<file path="src/design/pse_pkg.sv">
package pse_pkg;

  localparam int StackDepth  = 1024;
  localparam int MaxExponent = 31;
  localparam int PtrW        = $clog2(StackDepth) + 1;
  localparam int AddrW       = $clog2(StackDepth);
  localparam int DataW       = 32;
  localparam int DepthW      = 10;

  localparam logic [2:0] FUNC_PUSH  = 3'd0;
  localparam logic [2:0] FUNC_ADD   = 3'd1;
  localparam logic [2:0] FUNC_SUB   = 3'd2;
  localparam logic [2:0] FUNC_MUL   = 3'd3;
  localparam logic [2:0] FUNC_DIV   = 3'd4;
  localparam logic [2:0] FUNC_POW   = 3'd5;
  localparam logic [2:0] FUNC_CLEAR = 3'd6;

  localparam logic [2:0] ST_OK       = 3'd0;
  localparam logic [2:0] ST_UNDER    = 3'd1;
  localparam logic [2:0] ST_OVER     = 3'd2;
  localparam logic [2:0] ST_DIV_ZERO = 3'd3;
  localparam logic [2:0] ST_BAD_EXP  = 3'd4;
  localparam logic [2:0] ST_SAT      = 3'd5;

  // stack read address select
  localparam logic [1:0] RD_SEL_TOP  = 2'd0;
  localparam logic [1:0] RD_SEL_NEXT = 2'd1;
  localparam logic [1:0] RD_SEL_NEW  = 2'd2;

  typedef enum logic [3:0] {
    S_IDLE, S_RD_TOP, S_RD_NEXT, S_LATCH, S_EXEC, S_ITER,
    S_WRITE, S_RD_RES, S_RES_WAIT, S_OUT
  } state_e;

  // controller -> datapath
  typedef struct packed {
    logic       take_in;    // latch input word
    logic [1:0] rd_sel;     // top, next or new top
    logic       rd_en;
    logic       latch_b;    // capture TOP from RAM
    logic       latch_a;    // capture NEXT from RAM
    logic       exec;       // start/one-shot op
    logic       iter;       // one iteration step
    logic       commit;     // write result and update pointer
    logic       grab_top;   // capture top read data for output
  } dp_cmd_t;

  // datapath -> controller
  typedef struct packed {
    logic is_op;
    logic is_push;
    logic is_clear;
    logic underflow;
    logic full;
    logic fault;
    logic iter_done;
    logic nonempty;
  } dp_stat_t;

  function automatic logic [DataW-1:0] sat32(input logic signed [65:0] v, output logic s);
    if (v > 66'sh7FFFFFFF) begin
      s = 1'b1; return 32'h7FFFFFFF;
    end else if (v < -66'sh80000000) begin
      s = 1'b1; return 32'h80000000;
    end else begin
      s = 1'b0; return v[31:0];
    end
  endfunction

endpackage

</file>
<file path="src/design/pse_ctrl.sv">
module pse_ctrl (
  input  logic              clk_i,
  input  logic              rst_ni,
  input  logic              in_valid_i,
  output logic              in_stall_o,
  output logic              out_valid_o,
  input  logic              out_stall_i,
  input  pse_pkg::dp_stat_t stat_i,
  output pse_pkg::dp_cmd_t  cmd_o
);
  pse_pkg::state_e state_q, state_d;

  always_ff @(posedge clk_i or negedge rst_ni) begin
    if (!rst_ni) state_q <= pse_pkg::S_IDLE;
    else         state_q <= state_d;
  end

  always_comb begin
    state_d = state_q;
    unique case (state_q)
      pse_pkg::S_IDLE: if (in_valid_i) state_d = pse_pkg::S_RD_TOP;
      pse_pkg::S_RD_TOP: begin
        if (stat_i.is_op && !stat_i.underflow) state_d = pse_pkg::S_RD_NEXT;
        else                                   state_d = pse_pkg::S_WRITE;
      end
      pse_pkg::S_RD_NEXT:  state_d = pse_pkg::S_LATCH;
      pse_pkg::S_LATCH:    state_d = pse_pkg::S_EXEC;
      pse_pkg::S_EXEC:     state_d = pse_pkg::S_ITER;
      pse_pkg::S_ITER:     if (stat_i.iter_done) state_d = pse_pkg::S_WRITE;
      pse_pkg::S_WRITE:    state_d = pse_pkg::S_RD_RES;
      pse_pkg::S_RD_RES:   state_d = pse_pkg::S_RES_WAIT;
      pse_pkg::S_RES_WAIT: state_d = pse_pkg::S_OUT;
      pse_pkg::S_OUT:      if (!out_stall_i) state_d = pse_pkg::S_IDLE;
      default:             state_d = pse_pkg::S_IDLE;
    endcase
  end

  always_comb begin
    cmd_o       = '0;
    in_stall_o  = (state_q != pse_pkg::S_IDLE);
    out_valid_o = (state_q == pse_pkg::S_OUT);
    unique case (state_q)
      pse_pkg::S_IDLE:     cmd_o.take_in = in_valid_i;
      pse_pkg::S_RD_TOP:   begin cmd_o.rd_en = 1'b1; cmd_o.rd_sel = pse_pkg::RD_SEL_TOP; end
      pse_pkg::S_RD_NEXT:  begin
        cmd_o.rd_en = 1'b1; cmd_o.rd_sel = pse_pkg::RD_SEL_NEXT; cmd_o.latch_b = 1'b1;
      end
      pse_pkg::S_LATCH:    cmd_o.latch_a = 1'b1;
      pse_pkg::S_EXEC:     cmd_o.exec = 1'b1;
      pse_pkg::S_ITER:     cmd_o.iter = 1'b1;
      pse_pkg::S_WRITE:    cmd_o.commit = 1'b1;
      pse_pkg::S_RD_RES:   begin cmd_o.rd_en = 1'b1; cmd_o.rd_sel = pse_pkg::RD_SEL_NEW; end
      pse_pkg::S_RES_WAIT: cmd_o.grab_top = 1'b1;
      pse_pkg::S_OUT:      ;
      default:             ;
    endcase
  end
endmodule

</file>
<file path="config.mk">
export PLATFORM = sky130hd
export DESIGN_NAME = pse_ctrl
export DESIGN_NICKNAME = d
export VERILOG_FILES = /design/src/design/pse_pkg.sv /design/src/design/pse_ctrl.sv
export SDC_FILE = /design/constraint.sdc
export NUM_CORES = 1
export LEC_CHECK = 0
export BUFFER_PORTS_ARGS = -buffer_cell sky130_fd_sc_hd__clkbuf_2
export CAP_MARGIN = 25
export CORE_AREA = 5 5 42 44
export CTS_BUF_LIST = sky130_fd_sc_hd__clkbuf_4
export DETAILED_ROUTE_END_ITERATION = 12
export DIE_AREA = 0 0 47 49
export GPL_TIMING_DRIVEN = 0
export PLACE_DENSITY_LB_ADDON = 0.15
export SYNTH_ARGS = -nofsm -noshare
export SYNTH_HDL_FRONTEND = slang
export SYNTH_SLANG_ARGS = --single-unit
</file>
<file path="constraint.sdc">
create_clock -name clk_i -period 1.5 [get_ports clk_i]
set_input_delay 0.3 -clock clk_i [delete_from_list [all_inputs] [get_ports clk_i]]
set_output_delay 0.3 -clock clk_i [all_outputs]
set_load 0.02 [all_outputs]
</file>
; Word level (Yosys, flattened, before mapping)
; Cells that the tools add are included.
[word_totals]
ff_bits = 4
inputBits = 12
word_cells = 31
[op_classes]
eq_ne = 12
n_reduce_logical = 5
muxes = 13
[ops]
columns = operator, n
row1 = 4-bit one-hot mux with 10 select lines, 1
row2 = "4-bit by 3-bit equality test with 1-bit output, second input constant", 4
row3 = 4-bit 2-to-1 mux, 3
row4 = 3-bit one-hot mux with 3 select lines, 1
row5 = "4-bit by 2-bit equality test with 1-bit output, second input constant", 2
row6 = "4-bit equality test, second input constant", 2
row7 = 1-bit 2-to-1 mux, 7
row8 = "2-bit != test, second input constant", 3
row9 = "4-bit by 1-bit equality test with 1-bit output, second input constant", 1
row10 = 4-bit logical NOT, 1
row11 = 4-bit nonzero test, 1
row12 = 3-bit 2-to-1 mux, 1
row13 = 3-bit AND reduction, 1
row14 = 1-bit logical AND, 1
row15 = 1-bit logical NOT, 1

; Depth between registers and ports, before layout
[depth]
ltp_word = 4
mapped_depth = 5
depth_no_buf = 3

; Worst setup path before layout
; No wires, ideal clock.
[synth_timing]
path_kind = register to output
start = register state_q[0]
end = output cmd_o[7] (netlist bit)
stages_incl_launch_ff = 6
setup_slack_ns = -0.230
n_path_buf = 2
arrival_time_ns = 1.430
cell_sequence = dfrtp_1 > buf_4 > inv_1 > nand2_1 > nor3_1 > buf_4
[synth_lines]
columns = item, line
row1 = start: declaration, pse_ctrl.sv:11  ; pse_pkg::state_e state_q, state_d;
row2 = start signal: assignment, pse_ctrl.sv:14  ; if (!rst_ni) state_q <= pse_pkg::S_IDLE;
row3 = start signal: assignment, pse_ctrl.sv:15  ; else state_q <= state_d;
row4 = end: declaration, pse_ctrl.sv:9  ; output pse_pkg::dp_cmd_t cmd_o

==> results.json <==
{
  "post_dp_cell_area_um2": 479.2,
  "min_period_over_period": 1.099,
  "grt_use_total": 0.1171,
  "drc_errors": 0,
  "vias": 458,
  "path_clk_slew_ns": 0.04,
  "p_leak_nw": 0.3839,
  "violations": "negative setup slack",
  "regMostFlops": "state_q",
  "seqCellArea_um2": 100.1,
  "die-width_um": 47,
  "die_area_um2": 2303,
  "rsz0062_at_grt": "true",
  "insertion_delay_ns": 0.24,
  "numCtsBuffers": 3,
  "cts_buffer_depth": 2,
  "power_density_nw_per_um2": 2513,
  "top_regs": "state_q: 4 flops",
  "avgSynthCellArea_um2": 7.962,
  "yosys_warnings": 0,
  "ir_worst_vdd_v": 0.001231,
  "placed_cells": 78,
  "synth.cell_area_um2": 350.3,
  "finalWorstSetupSlack_ns": -0.1491,
  "clock_power_share": 0.065,
  "final_area_um2": 818.3,
  "die_h_um": 49,
  "dr.pass1.iters": 4,
  "end_kind": "output port",
  "post_drt_wl_per_cell_um": 13.07,
  "grt_pass1_vias": 450,
  "synthToLayoutAreaGrowth_pct": 133.6,
  "grt_overflow_total": 0,
  "initial_core_util": 0.2500,
  "drv_slew": 0,
  "rows": 14,
  "antenna_found_initial": 0,
  "pwr-share-comb": 0.837,
  "root_buffer": "clkbuf_4",
  "ant_nets": 0,
  "synth_nets": 56,
  "fin_skew_ns": 0.0003993,
  "drive_gt1_frac": 0.7683,
  "tritoncts": "yes",
  "grt_max_degree": 8,
  "synth-seq-cells": 4,
  "min_period_ns": 1.649,
  "num-fill-cells": 128,
  "worstPathArrival_ns": 1.35,
  "fmax_mhz": 606.4,
  "cts.sinks": 4,
  "cp_max_fo": 5,
  "grt_pass1_wl_um": 1966,
  "fin_cells": 98,
  "dpl.hpwl_um": 698.1,
  "largest_reg_flops": 4,
  "port_buffers": 18,
  "io_pins": 24,
  "ctsHtreeMaxLevel": 1,
  "synth_cell_types": 20,
  "antennaDiodeCount": 0,
  "status": "complete, but fails checks",
  "slew-limit-headroom": 0.8145,
  "final_util": 0.5839,
  "p_switching_uw": 900.9,
  "max-cap-violations": 0,
  "multi_input_area_um2": 301.5,
  "drt-vias-per-instance": 4.673,
  "min_path_type": "in -> reg",
  "setup_viol": 8,
  "drt_iter0_drc": 9,
  "worstSetupStartpointType": "register",
  "crit_type": "reg -> out",
  "synth_cells": 44,
  "tightest_slew_ns": 0.2783,
  "p_int_mw": 1.155,
  "sequentialPowerShare": 0.098,
  "routed_wl_um": 1281,
  "core_area_um2": 1401,
  "cp.required_ns": 1.20,
  "seq_area_frac_synth": 0.2857,
  "nNetsFinal": 96,
  "power.share.switching": 0.4382,
  "finalHoldViolations": 0,
  "globalplace.congestion": 0.7365
}
## Yosys cell counts
| master | number | area, um2 |
|---|---|---|
| nand2b_1 | 3 | 18.77 |
| nand2b_4 | 1 | 13.76 |
| xnor2_1 | 1 | 8.760 |
| nor2_1 | 7 | 26.28 |
| buf_2 | 1 | 5.000 |
| o32a_1 | 1 | 10.01 |
| nor4_1 | 1 | 6.260 |
| nand2_1 | 3 | 11.26 |
| o32ai_1 | 1 | 8.760 |
| a222oi_1 | 1 | 10.01 |
| dfrtp_1 | 4 | 100.1 |
| a21o_2 | 1 | 8.760 |
| or3_1 | 1 | 6.260 |
| nand2b_2 | 2 | 17.52 |
| nor3_1 | 4 | 20.02 |
| buf_6 | 2 | 22.52 |
| nor3b_1 | 2 | 15.01 |
| buf_4 | 2 | 15.01 |
| a21oi_1 | 3 | 15.01 |
| inv_1 | 3 | 11.26 |
## timing repair
action,4_1_cts,5_1_grt
gates resized for setup,28,30
setup endpoints to repair,12,12
endpoints found under the hold margin,4,0
cloned,1,0
pin swaps,8,4
hold buffers,1,0
setup buffers,11,5
## power by group through the flow
stage	Clock [mW]	Sequential, mW	Combinational, mW
2_1_floorplan	0	0.187	0.708
3_5_place_dp	0	0.194	0.918
4_1_cts	0.136	0.200	1.40
5_1_grt	0.144	0.210	1.83
3_3_place_gp	0	0.194	0.921
6_report	0.134	0.202	1.72
## cells by family after synthesis
| kind of cell | synth area share |
|---|---|
| flip-flops | 0.2857 |
| AO/OA/AOI/OAI | 0.1500 |
| buffers and inverters | 0.1535 |
| AND/OR/NAND/NOR | 0.3857 |
| XOR/XNOR | 0.02500 |
## worst paths after layout
check                           slack (ns)         end  depth (start not counted)         from
worst max-delay path                 -0.15    cmd_o[9]                          5   state_q[2]
worst min-delay path                  0.39  state_q[3]                          3  out_stall_i
worst max register to register        0.08  state_q[0]                          4   state_q[1]
worst min register to register        0.66  state_q[1]                          3   state_q[2]
max in group asynchronous             0.97  state_q[1]                          2       rst_ni
min in group asynchronous             0.41  state_q[3]                          2       rst_ni
## layer usage
metal,part of all wire,routed length [um],up-vias,GRT usage
met2,0.50,641,23,0.1833
met5,0,0,-,0
met4,0.0094,12,0,0.05530
met1,0.41,528,208,0.1460
met3,0.077,98,2,0.02583
li1,-,-,225,-
## through the flow
step | power (mW) | hold WS (ns) | setup WS [ns] | TNS (ns)
6_report | 2.056 | 0.3879 | -0.1491 | -0.5275
3_3_place_gp | 1.115 | 0.1090 | -0.02385 | -0.02385
2_1_floorplan | 0.8947 | 0.004409 | -0.005846 | -0.005846
5_1_grt | 2.186 | 0.4174 | -0.2014 | -0.9605
4_1_cts | 1.734 | 0.3856 | -0.1526 | -0.7255
3_5_place_dp | 1.112 | 0.1062 | -0.02976 | -0.02976
## area by class of cell
type / count / share of cell area
plain buffers: 5 / 0.06881
clock buffers: 3 / 0.02752
inverters: 3 / 0.01682
multi-input cells: 32 / 0.3685
flip-flops and latches: 4 / 0.1223
well taps: 16 / 0.02446
repair buffers: 35 / 0.3716
## cells in the final DEF, fill, tap and decap left out, types with 2 or more instances in the layout
| master | synthesis | layout |
|---|---|---|
| clkbuf_2 | 0 | 6 |
| nand2b_1 | 3 | 2 |
| buf_8 | 0 | 2 |
| nand2b_4 | 1 | 3 |
| nor2_2 | 0 | 3 |
| nor3_2 | 0 | 2 |
| clkbuf_4 | 0 | 4 |
| buf_6 | 2 | 12 |
| dfrtp_1 | 4 | 4 |
| nor2_4 | 0 | 2 |
| nor2_1 | 7 | 2 |
| nor3_4 | 0 | 2 |
| buf_4 | 2 | 17 |
| a21oi_1 | 3 | 3 |
## worst max-delay path: stages (launching register included)
cell and delay (ns):
dfrtp_1 0.39, buf_6 0.15, nor4_4 0.28, inv_2 0.08, nor2_4 0.09, buf_8 0.11
Note: power is estimated with default switching activity, not from simulation.
